### src/rtl/core/pcd_pkg.sv
// Package for the Pearson correlation distance block.
// Holds payload structs, state/command enums and fixed widths.
// No dependencies.
`default_nettype none
package pcd_pkg;

  localparam int DATA_W = 16;
  localparam int DIST_W = 18;
  localparam int CNT_W  = 17;
  localparam int SUM_W  = 32;
  localparam int SQ_W   = 48;
  localparam int LIMB_W = 32;
  localparam int ACC_W  = 192;

  localparam logic [3:0]  MAC_LAST = 4'd8;
  localparam logic [17:0] TWO_Q16  = 18'd131072;
  localparam logic [18:0] M_BASE   = 19'd131073;

  typedef struct packed {
    logic [DATA_W-1:0] abundance_a;
    logic [DATA_W-1:0] abundance_b;
    logic              last_bin;
  } pcd_in_t;

  typedef struct packed {
    logic [DIST_W-1:0] distance;
    logic              degenerate;
  } pcd_out_t;

  typedef enum logic [3:0] {
    OP_SFS_N, OP_SF_SF, OP_SSS_N, OP_SB_SB, OP_SCP_N, OP_SF_SB,
    OP_SXX_SYY, OP_C_C, OP_M_M, OP_V_MSQ
  } pcd_op_t;

  typedef enum logic [2:0] {
    ST_NONE, ST_SXX, ST_SYY, ST_C, ST_V, ST_L, ST_MSQ
  } pcd_store_t;

  typedef enum logic [3:0] {
    S_ACCUM, S_SXX_A, S_SXX_B, S_SYY_A, S_SYY_B, S_C_A, S_C_B, S_CHECK,
    S_V, S_L, S_SEARCH, S_MSQ, S_RMUL, S_CMP, S_DONE
  } pcd_state_t;

  typedef struct packed {
    logic       accum;
    logic       clear_sums;
    logic       mac_go;
    pcd_op_t    op;
    logic       acc_clear;
    logic       acc_sub;
    pcd_store_t store;
    logic       prep;
    logic       search_upd;
    logic       use_cmp;
    logic       load_out;
  } pcd_cmd_t;

  typedef struct packed {
    logic mac_done;
    logic degen;
    logic search_done;
    logic quick_valid;
  } pcd_status_t;

endpackage
`default_nettype wire

### src/rtl/core/pcd_ctrl.sv
// Controller FSM: sequences accumulation, the MAC passes and the search.
// Depends on pcd_pkg.
`default_nettype none
module pcd_ctrl (
  input  wire                 clk,
  input  wire                 rst,
  input  wire                 in_valid,
  input  wire                 in_last,
  output logic                in_ready,
  output logic                out_valid,
  input  wire                 out_ready,
  input  pcd_pkg::pcd_status_t status,
  output pcd_pkg::pcd_cmd_t    cmd
);
  import pcd_pkg::*;

  pcd_state_t state, state_next;
  logic       out_valid_next;

  always_ff @(posedge clk) begin
    if (rst) begin
      state     <= S_ACCUM;
      out_valid <= 1'b0;
    end else begin
      state     <= state_next;
      out_valid <= out_valid_next;
    end
  end

  always_comb begin
    state_next = state;
    cmd        = '0;
    in_ready   = 1'b0;
    unique case (state)
      S_ACCUM: begin
        in_ready = 1'b1;
        if (in_valid) begin
          cmd.accum = 1'b1;
          if (in_last) state_next = S_SXX_A;
        end
      end
      S_SXX_A: begin
        cmd.mac_go = 1'b1; cmd.op = OP_SFS_N; cmd.acc_clear = 1'b1;
        if (status.mac_done) state_next = S_SXX_B;
      end
      S_SXX_B: begin
        cmd.mac_go = 1'b1; cmd.op = OP_SF_SF; cmd.acc_sub = 1'b1;
        if (status.mac_done) begin
          cmd.store  = ST_SXX;
          state_next = S_SYY_A;
        end
      end
      S_SYY_A: begin
        cmd.mac_go = 1'b1; cmd.op = OP_SSS_N; cmd.acc_clear = 1'b1;
        if (status.mac_done) state_next = S_SYY_B;
      end
      S_SYY_B: begin
        cmd.mac_go = 1'b1; cmd.op = OP_SB_SB; cmd.acc_sub = 1'b1;
        if (status.mac_done) begin
          cmd.store  = ST_SYY;
          state_next = S_C_A;
        end
      end
      S_C_A: begin
        cmd.mac_go = 1'b1; cmd.op = OP_SCP_N; cmd.acc_clear = 1'b1;
        if (status.mac_done) state_next = S_C_B;
      end
      S_C_B: begin
        cmd.mac_go = 1'b1; cmd.op = OP_SF_SB; cmd.acc_sub = 1'b1;
        if (status.mac_done) begin
          cmd.store  = ST_C;
          state_next = S_CHECK;
        end
      end
      S_CHECK: begin
        cmd.prep   = 1'b1;
        state_next = status.degen ? S_DONE : S_V;
      end
      S_V: begin
        cmd.mac_go = 1'b1; cmd.op = OP_SXX_SYY; cmd.acc_clear = 1'b1;
        if (status.mac_done) begin
          cmd.store  = ST_V;
          state_next = S_L;
        end
      end
      S_L: begin
        cmd.mac_go = 1'b1; cmd.op = OP_C_C; cmd.acc_clear = 1'b1;
        if (status.mac_done) begin
          cmd.store  = ST_L;
          state_next = S_SEARCH;
        end
      end
      S_SEARCH: begin
        if (status.search_done) begin
          state_next = S_DONE;
        end else if (status.quick_valid) begin
          cmd.search_upd = 1'b1;
        end else begin
          state_next = S_MSQ;
        end
      end
      S_MSQ: begin
        cmd.mac_go = 1'b1; cmd.op = OP_M_M; cmd.acc_clear = 1'b1;
        if (status.mac_done) begin
          cmd.store  = ST_MSQ;
          state_next = S_RMUL;
        end
      end
      S_RMUL: begin
        cmd.mac_go = 1'b1; cmd.op = OP_V_MSQ; cmd.acc_clear = 1'b1;
        if (status.mac_done) state_next = S_CMP;
      end
      S_CMP: begin
        cmd.search_upd = 1'b1;
        cmd.use_cmp    = 1'b1;
        state_next     = S_SEARCH;
      end
      S_DONE: begin
        if (!out_valid || out_ready) begin
          cmd.load_out   = 1'b1;
          cmd.clear_sums = 1'b1;
          state_next     = S_ACCUM;
        end
      end
      default: state_next = S_ACCUM;
    endcase
  end

  always_comb begin
    if (cmd.load_out) out_valid_next = 1'b1;
    else if (out_ready) out_valid_next = 1'b0;
    else out_valid_next = out_valid;
  end

endmodule
`default_nettype wire

### config.mk
export PLATFORM = sky130hd
export DESIGN_NAME = pcd_ctrl
export DESIGN_NICKNAME = d
export VERILOG_FILES = /design/src/rtl/core/pcd_pkg.sv /design/src/rtl/core/pcd_ctrl.sv
export SDC_FILE = /design/constraint.sdc
export NUM_CORES = 1
export LEC_CHECK = 0
export CORE_AREA = 8 8 45 47
export DETAILED_ROUTE_END_ITERATION = 10
export DIE_AREA = 0 0 53 55
export DONT_BUFFER_PORTS = 1
export SETUP_SLACK_MARGIN = 0.05
export SLEW_MARGIN = 20
export SYNTH_ARGS = -nofsm -noshare
export SYNTH_HDL_FRONTEND = slang
export SYNTH_SLANG_ARGS = --single-unit
### constraint.sdc
create_clock -name clk -period 1.7 [get_ports clk]
set_input_delay 0.085 -clock clk [delete_from_list [all_inputs] [get_ports clk]]
set_output_delay 0.085 -clock clk [all_outputs]
set_load 0.05 [all_outputs]
==> flow_summary.json, run 1 <==
{
  "power_frac_seq_pct": 15.4,
  "fin_crit_sh_pct": 93.1,
  "synth_edf_count": 0,
  "yosys_warnings": 0,
  "min_period_ps": 1580,
  "power_leakage_nw": 0.409,
  "crit_type": "reg2reg",
  "finClkSkew_ps": 1.33,
  "grt_antenna_before_repair": 0,
  "regToRegStartpoint": "state[0]",
  "grt_max_degree": 14,
  "fmax_mhz": 632,
  "start_util_pct": 42.6,
  "critPathArrivalTime_ps": 1740,
  "design.die.area_sq_um": 2920,
  "stdcell_count": 121,
  "die_h_microns": 55,
  "tightest_slew_ps": 341,
  "gp_congestion": 0.808,
  "final_common_cell": "buf_4",
  "coreArea_sq_um": 1380,
  "grt-ovfl-total": 0,
  "worstPathCellList": "mux2_4, a221o_1, o221ai_2, mux2i_1",
  "port_buffers": 0,
  "power.share.clock_pct": 10.4,
  "slew_violations": 0,
  "place_inst": 116,
  "dpl_cell_area_sq_um": 867,
  "synth.distinct_cells": 35,
  "hold_path_startpoint": "rst",
  "cp.required_ps": 1860,
  "clock_path_buffers": 2,
  "p_int_mw": 0.584,
  "drive_gt1_share_pct": 42.9,
  "grt_pass1_wl_mm": 2.99,
  "die_x_microns": 53,
  "grt_pass1_vias": 661,
  "pin_count": 27,
  "antenna_cells": 0,
  "via_per_inst": 5.67,
  "clk_pin_slew_ps": 40,
  "ant_nets": 0,
  "finalHoldViolations": 0,
  "r2r_end": "state[2]",
  "nets": 115,
  "clock_latency_ps": 230,
  "cts_tree": "done",
  "clkSinkCount": 5,
  "p_sw_share_pct": 54.6,
  "end_kind": "flip-flop",
  "ys_seq_elements": 5,
  "final_core_util_pct": 67.4,
  "irDropWorstVdd_uv": 580,
  "outcome": "finished clean",
  "timing.hold.ws_ps": 23.2,
  "drv_cap": 0,
  "hold_depth": 3,
  "ff2ff_path_depth": 4,
  "syn2layout_area_growth_pct": 58.2,
  "drt_first_pass_iters": 4,
  "grtUsageTotal_pct": 13.1,
  "cp-start-kind": "flip-flop",
  "synthTopCellsByArea": "dfxtp_1 (17%), nand2_1 (6.4%), nand2b_1 (6.4%)",
  "synth_fp_nets": 95,
  "syn_inst": 86,
  "powerDensity_nw_per_um2": 1380,
  "drt_first_iter_violations": 19,
  "synth_area_leader_cell": "dfxtp_1",
  "h-tree-depth": 1,
  "wl_per_cell_microns": 15.4,
  "timing.critical_path.slowest_cell_delay_ps": 380,
  "ys.flop_type": "dfxtp_1",
  "drc": 0,
  "row_count": 14,
  "r2r_slack_ps": 120,
  "syn_avg_cell_area_sq_um": 6.85,
  "vias": 686,
  "stdcell_area_sq_um": 932,
  "rsz0062_at_grt": "yes",
  "maxSlewHeadroom_pct": 76.9,
  "synthArstFlopShare_pct": 0,
  "final_cell_mix": "buf_4 (13), nand2_1 (10), nor2_1 (8)",
  "combPwrFrac_pct": 74.3,
  "clockRootBuffer": "clkbuf_4",
  "cp_slowest_cell": "dfxtp_4",
  "syn-cell-area_sq_um": 589,
  "setup_viol_count_final": 0,
  "place_ws_ps": 45.7,
  "crit_fanout": 7,
  "n_fill_cell": 109,
  "worst_slack_ps": 118,
  "p_sw_mw": 0.703,
  "cts_buffers": 3,
  "netlist.area_leader.share_pct": 17.0,
  "min_path_type": "in2reg",
  "place_hpwl_mm": 1.43,
  "hold_end": "state[0]",
  "synth-seq-area-share_pct": 17.0,
  "finalWirelength_mm": 1.87
}
-- worst max-delay path by stage --
stage / endpoint / slack, ps / cells past startpoint / from
after floorplan: cmd[11] / -120 / 4 / state[2]
after global placement: state[1] / 130 / 4 / state[0]
after detailed placement: state[2] / 50 / 4 / state[0]
after CTS: cmd[12] / 60 / 6 / state[0]
after global routing: state[2] / 30 / 4 / state[0]
final: state[2] / 120 / 4 / state[0]
-- power groups by stage --
stage,sequential [mW],combinational (mW),clock (mW)
2_1_floorplan,0.170,0.692,0
3_3_place_gp,0.181,0.929,0
3_5_place_dp,0.185,0.942,0
4_1_cts,0.187,0.948,0.138
5_1_grt,0.203,1.02,0.150
6_report,0.198,0.956,0.134
-- synthesized netlist by cell type, types with 2 or more instances --
library cell / instances
dfxtp_1: 5
o22ai_1: 2
nand2_1: 10
a21o_1: 2
nand3_1: 2
buf_2: 3
buf_4: 2
nor2_1: 8
and2_1: 4
o211ai_1: 2
clkbuf_1: 3
o21ai_0: 2
nor2b_1: 2
nand2b_1: 6
a21oi_1: 6
o21ai_1: 2
mux2i_1: 3
inv_1: 5
-- cells by family (layout without fill, tap and decap cells) --
kind of cell	Yosys count	after routing	synth area share [%]
compound gates	25	25	29.3
buf+inv	14	33	12.1
mux	4	4	7.64
flops	5	5	17.0
simple gates	38	38	34.0
-- per-stage QoR --
step | TNS (ps) | total power, mW
after CTS | 0 | 1.27
after detailed placement | 0 | 1.13
after floorplan | -212 | 0.862
after global placement | 0 | 1.11
after global routing | 0 | 1.37
final | 0 | 1.29
-- per-layer routing --
layer	vias to the layer above	wire (microns)	global-route usage, %
met2	18	932	23.0
li1	336	-	-
met4	0	0	2.59
met1	332	760	14.8
met3	0	177	4.81
met5	-	0	0
-- timing repair --
item | 4_1_cts | 5_1_grt
endpoints found under the hold margin | 2 | 0
pin swaps | 0 | 1
setup buffers | 0 | 0
endpoints found under the setup margin | 10 | 7
hold buffers | 1 | 0
gates cloned | 0 | 0
resized for setup | 5 | 8
-- worst max-delay path: cells and delay by family (launching register included) --
family | cells | cell delay (ps)
compound gates | 2 | 610
flops | 1 | 380
mux | 2 | 520
-- layout make-up --
class | count | area, sq um | share of cell area (%)
sequential | 5 | 113 | 12.1
clock buffer | 4 | 26.3 | 2.82
multi-input combinational | 67 | 473 | 50.7
inverter | 5 | 18.8 | 2.01
tap | 16 | 20.0 | 2.15
timing repair buffer | 24 | 282 | 30.2
-- flip-flops by register name, indices dropped and copies added (netlist names) --
name,count
state,4
out_valid,1
Power figures use the tool's default switching activity.
==> run 2, diff against run 1 <==
Settings changed: ABC_AREA from default to 1.
Clock period 1.7 ns to 1.6 ns, I/O delays scaled along.
==> run 2 against run 1 <==
Against the previous run:
- sequential share of layout area grew 0.34 points
- worst setup slack gained 15 ps
- routed wire length shrank 10%
- clock-buffer cell count is the same
- clock power grew 7%
- synthesized area grew 4.9%
- global-route usage shrank 0.62 points
- hold slack gained 2.1 ps
- critical endpoint is now cmd[4]
==> flow_summary.json, run 2 <==
{
  "row_count": 14,
  "final_core_util_pct": 60.4,
  "grt_pass1_wl_mm": 2.79,
  "grt_pass1_vias": 726,
  "tightest_slew_ps": 419,
  "grt_max_degree": 8,
  "fmax_mhz": 682,
  "crit_fanout": 5,
  "synth_edf_count": 0,
  "syn-cell-area_sq_um": 618,
  "largest_reg_flops": 4,
  "design.die.area_sq_um": 2920,
  "drt_first_pass_iters": 4,
  "nets": 148,
  "yosys_warnings": 0,
  "synth-seq-area-share_pct": 16.2,
  "final_common_cell": "nand2_1",
  "ant_nets": 0,
  "hold_path_startpoint": "rst",
  "cts_tree": "done",
  "wl_per_cell_microns": 10.9,
  "largest-register": "state",
  "place_hpwl_mm": 1.45,
  "p_int_mw": 0.744,
  "power_frac_seq_pct": 12.2,
  "synth_commonest_cells": "nand2_1 (33), nor2_1 (27), inv_1 (14)",
  "ff2ff_path_depth": 10,
  "port_buffers": 0,
  "p_sw_mw": 1.22,
  "power_leakage_nw": 0.487,
  "die_x_microns": 53,
  "vias": 767,
  "reg_top3": "state: 4 flops, out_valid: 1 flops",
  "syn_inst": 118,
  "power.share.clock_pct": 7.3,
  "clockRootBuffer": "clkbuf_4",
  "start_util_pct": 44.7,
  "drv_cap": 0,
  "syn2layout_area_growth_pct": 35.2,
  "combPwrFrac_pct": 80.4,
  "fin_total_pwr_mw": 1.97,
  "n_fill_cell": 158,
  "pin_count": 27,
  "final_cell_mix": "nand2_1 (33), nor2_1 (22), inv_1 (14), buf_4 (14), nand3_1 (8)",
  "crit_type": "reg2out",
  "grt_antenna_before_repair": 0,
  "grtUsageTotal_pct": 12.5,
  "maxSlewHeadroom_pct": 72.0,
  "syn_avg_cell_area_sq_um": 5.24,
  "irDropWorstVdd_uv": 838,
  "clock_latency_ps": 240,
  "via_per_inst": 4.98,
  "synth_fp_nets": 127,
  "cts_buffers": 3,
  "fin_crit_sh_pct": 91.7,
  "die_h_microns": 55,
  "finClkSkew_ps": 5.81,
  "finalWirelength_mm": 1.68,
  "outcome": "finished clean",
  "cp.required_ps": 1520,
  "h-tree-depth": 1,
  "r2r_slack_ps": 230,
  "antenna_cells": 0,
  "setup_tns_ps": 0,
  "synth_area_leader_cell": "nand2_1",
  "setup_viol_count_final": 0,
  "synth.distinct_cells": 19,
  "p_sw_share_pct": 62.1,
  "timing.hold.ws_ps": 25.3,
  "grt-ovfl-total": 0,
  "powerDensity_nw_per_um2": 2350,
  "coreArea_sq_um": 1380,
  "slew_violations": 0,
  "rsz0062_at_grt": "yes",
  "ys.flop_type": "dfxtp_1",
  "netlist.area_leader.share_pct": 20.0,
  "cts_setup_buffers": 0,
  "r2r_end": "state[2]",
  "synthTopCellsByArea": "nand2_1 (20%), nor2_1 (16%), dfxtp_1 (16%)",
  "clkSinkCount": 5,
  "synth.most_common_cell": "nand2_1",
  "gp_congestion": 0.837,
  "clk_pin_slew_ps": 50,
  "clock_path_buffers": 2,
  "synthArstFlopShare_pct": 0,
  "critPathArrivalTime_ps": 1390,
  "hold_end": "state[0]",
  "drive_gt1_share_pct": 33.3,
  "hold_depth": 3,
  "regToRegStartpoint": "state[2]",
  "ys_seq_elements": 5,
  "drc": 0,
  "cp-start-kind": "flip-flop",
  "min_path_type": "in2reg",
  "end_kind": "output port",
  "min_period_ps": 1470,
  "drt_first_iter_violations": 18,
  "finalHoldViolations": 0
}
==> run 2: changes by cell type after synthesis, moves of 3 or more <==
cell / before / now
and2_1: 4 / 0
inv_1: 5 / 14
nand2_2: 0 / 5
nand2b_1: 6 / 0
buf_2: 3 / 0
clkbuf_1: 3 / 0
inv_2: 0 / 4
mux2i_1: 3 / 0
nor2_1: 8 / 27
nand2_1: 10 / 33
nand3_1: 2 / 8
==> run 2: area by class of cell <==
class / count / area [sq um] / area share (%)
well taps: 16 / 20.0 / 2.40
clock buffers: 4 / 26.3 / 3.14
inverters: 18 / 67.6 / 8.08
multi-input cells: 93 / 460 / 55.1
repair buffers: 18 / 158 / 18.9
flip-flops and latches: 5 / 104 / 12.4
==> run 2: per-stage QoR <==
step | worst slack, ps | area (sq um) | std cells
3_3_place_gp | 220 | 778 | 149
4_1_cts | 57.0 | 822 | 154
2_1_floorplan | 66.1 | 631 | 118
6_report | 133 | 836 | 154
3_5_place_dp | 195 | 778 | 149
5_1_grt | 33.8 | 836 | 154
==> run 2: cell families (layout without fill, tap and decap cells) <==
logic type	after synthesis	after routing	synth area share, %
DFF	5	5	16.2
AOI/OAI and AO/OA	10	10	8.91
and+or+nand+nor	83	83	61.5
buffers and inverters	20	40	13.4
==> run 2: power groups by stage <==
| stage | Clock (mW) | Combinational [mW] | Sequential [mW] |
|---|---|---|---|
| floorplan | 0 | 1.19 | 0.227 |
| global placement | 0 | 1.55 | 0.229 |
| detailed placement | 0 | 1.56 | 0.231 |
| CTS | 0.153 | 1.57 | 0.236 |
| global route | 0.165 | 1.70 | 0.248 |
| finish | 0.144 | 1.58 | 0.241 |
==> run 2: worst max-delay path, stage by stage, from the launching register on <==
cell and delay, ps:
dfxtp_1 330, buf_4 140, nand2_1 100, nor2_2 140, inv_1 80, a31oi_2 170
buf_6 180
==> run 2: worst max path at each step <==
stage / start / to / cells after the start
finish: state[2] / cmd[4] / 6
global placement: state[3] / state[1] / 7
floorplan: state[2] / state[2] / 9
detailed placement: state[3] / state[1] / 7
CTS: state[1] / cmd[4] / 5
global route: state[2] / cmd[4] / 6
==> run 2: per-layer routing <==
metal  part of all wire, %  track usage [%]
met2                    54             24.2
met1                    38             11.6
met5                     0                0
met4                  0.48             7.76
met3                   7.8             2.67
==> run 2: repair_timing <==
action / CTS / global route
resized for setup: 4 / 5
hold endpoints to repair: 1 / 0
pin swaps: 0 / 1
hold buffers: 1 / 0
setup endpoints to repair: 2 / 7
cloned: 0 / 0
==> run 3, diff against run 2 <==
Settings changed: CORE_AREA 8 8 45 47 to default, CORE_MARGIN from default to 8, CORE_UTILIZATION from default to 30, DIE_AREA 0 0 53 55 to default.
==> run 3 against run 2 <==
Against the previous run:
- hold slack barely moved
- register-to-register slack barely moved
- critical path depth did not move
- die area rose by 29%
- final area rose by 0.90%
- utilization fell by 17 points
- clock-buffer cell count did not move
==> flow_summary.json, run 3 (same netlist as run 2, synthesis figures left out) <==
{
  "clockRootBuffer": "clkbuf_4",
  "gp_congestion": 0.932,
  "ff2ff_path_depth": 7,
  "hold_end": "state[2]",
  "p_sw_mw": 1.27,
  "fin_crit_sh_pct": 94.0,
  "drt_first_pass_iters": 4,
  "via_per_inst": 4.77,
  "wl_per_cell_microns": 12.0,
  "syn2layout_area_growth_pct": 36.4,
  "antenna_cells": 0,
  "ant_nets": 0,
  "start_util_pct": 31.5,
  "p_sw_share_pct": 63.2,
  "drc": 0,
  "finalWirelength_mm": 1.96,
  "regToRegStartpoint": "state[3]",
  "power_leakage_nw": 0.473,
  "drive_gt1_share_pct": 35.3,
  "cts_tree": "done",
  "cts_setup_buffers": 0,
  "end_kind": "output port",
  "cp-start-kind": "flip-flop",
  "port_buffers": 0,
  "critPathArrivalTime_ps": 1420,
  "r2r_end": "state[1]",
  "worstPathCellList": "inv_2, nand2_4, nor2_2, inv_1, a31oi_2, buf_6",
  "n_fill_cell": 234,
  "rsz0062_at_grt": "yes",
  "h-tree-depth": 1,
  "drt_first_iter_violations": 19,
  "finClkSkew_ps": 13.4,
  "cp.required_ps": 1520,
  "combPwrFrac_pct": 79.3,
  "powerDensity_nw_per_um2": 2390,
  "hold_depth": 3,
  "place_hpwl_mm": 1.62,
  "grt-ovfl-total": 0,
  "cts_buffers": 3,
  "timing.critical_path.slowest_cell_delay_ps": 360,
  "clock_path_buffers": 2,
  "final_cell_mix": "nand2_1 (31), nor2_1 (23), inv_1 (12), buf_4 (12), nand3_1 (8)",
  "die_x_microns": 61.4,
  "outcome": "finished clean",
  "grt_antenna_before_repair": 0,
  "maxSlewHeadroom_pct": 71.9,
  "min_path_type": "in2reg",
  "grt_max_degree": 8,
  "grt_pass1_vias": 737,
  "design.die.area_sq_um": 3770,
  "clkSinkCount": 5,
  "setup_viol_count_final": 0,
  "vias": 777,
  "slew_violations": 0,
  "p_int_mw": 0.741,
  "largest_reg_flops": 4,
  "drv_cap": 0,
  "clk_pin_slew_ps": 50,
  "r2r_slack_ps": 240,
  "clock_latency_ps": 250,
  "grtUsageTotal_pct": 10.5,
  "irDropWorstVdd_uv": 1040,
  "power.share.clock_pct": 7.7,
  "die_h_microns": 61.4,
  "final_common_cell": "nand2_1",
  "tightest_slew_ps": 420,
  "setup_tns_ps": 0,
  "coreArea_sq_um": 1960,
  "fmax_mhz": 665,
  "cp_slowest_cell": "dfxtp_2",
  "row_count": 16,
  "reg_top3": "state: 4 flops, out_valid: 1 flops",
  "largest-register": "state",
  "nets": 146,
  "min_period_ps": 1500,
  "pin_count": 27,
  "hold_path_startpoint": "rst",
  "multi_input_area_sq_um": 468,
  "finalHoldViolations": 0,
  "sequential_cell_area_sq_um": 105,
  "crit_type": "reg2out",
  "timing.hold.ws_ps": 25.3,
  "power_frac_seq_pct": 13.1,
  "crit_fanout": 6,
  "grt_pass1_wl_mm": 2.99
}
==> run 3: per-stage QoR <==
stage / total power [mW] / instance area (sq um) / cells / utilization, % / setup slack, ps
floorplan: 1.42 / 631 / 118 / - / 66.1
global placement: 1.79 / 777 / 158 / 39.6 / 200
detailed placement: 1.80 / 777 / 158 / 39.6 / 179
CTS: 1.98 / 826 / 163 / 42.1 / 74.3
global route: 2.15 / 843 / 163 / 43.0 / 6.64
finish: 2.01 / 843 / 163 / 43.0 / 95.3
==> run 3: worst max-delay path, delay by kind of cell (launching register included) <==
kind	cells	cell delay [ps]
buffers and inverters	3	420
DFF	1	360
and+or+nand+nor	2	250
AOI/OAI and AO/OA	1	150
==> run 3: what timing repair did <==
| item | CTS | global route |
|---|---|---|
| hold endpoints to repair | 1 | 0 |
| pin swaps | 0 | 1 |
| resized for setup | 7 | 7 |
| endpoints found under the setup margin | 6 | 3 |
| hold buffers | 1 | 0 |
==> run 3: worst max path at each step <==
| stage | start | end | slack (ps) | depth (start not counted) |
|---|---|---|---|---|
| floorplan | state[2] | state[2] | 70 | 9 |
| global placement | state[1] | state[2] | 200 | 9 |
| detailed placement | state[0] | state[2] | 180 | 9 |
| CTS | state[0] | cmd[4] | 70 | 6 |
| global route | state[3] | cmd[0] | 7 | 5 |
| finish | state[0] | cmd[4] | 100 | 6 |
==> run 3: cell type report <==
type                    instances  area share (%)
flip-flops and latches          5            12.5
repair buffers                 16            16.9
well taps                      27            4.01
inverters                      18            8.01
clock buffers                   4            3.12
multi-input cells              93            55.5
==> run 3: per-layer routing <==
metal	track usage, %	vias up	part of all wire [%]
met4	6.17	0	0.82
met2	19.0	32	50
met3	5.01	2	10
li1	-	396	-
met5	0	-	0
met1	9.39	347	39
==> run 3: power groups by stage <==
stage | Sequential (mW) | Combinational [mW] | Clock (mW)
floorplan | 0.227 | 1.19 | 0
global placement | 0.238 | 1.55 | 0
detailed placement | 0.243 | 1.55 | 0
CTS | 0.254 | 1.57 | 0.154
global route | 0.271 | 1.71 | 0.174
finish | 0.263 | 1.60 | 0.154
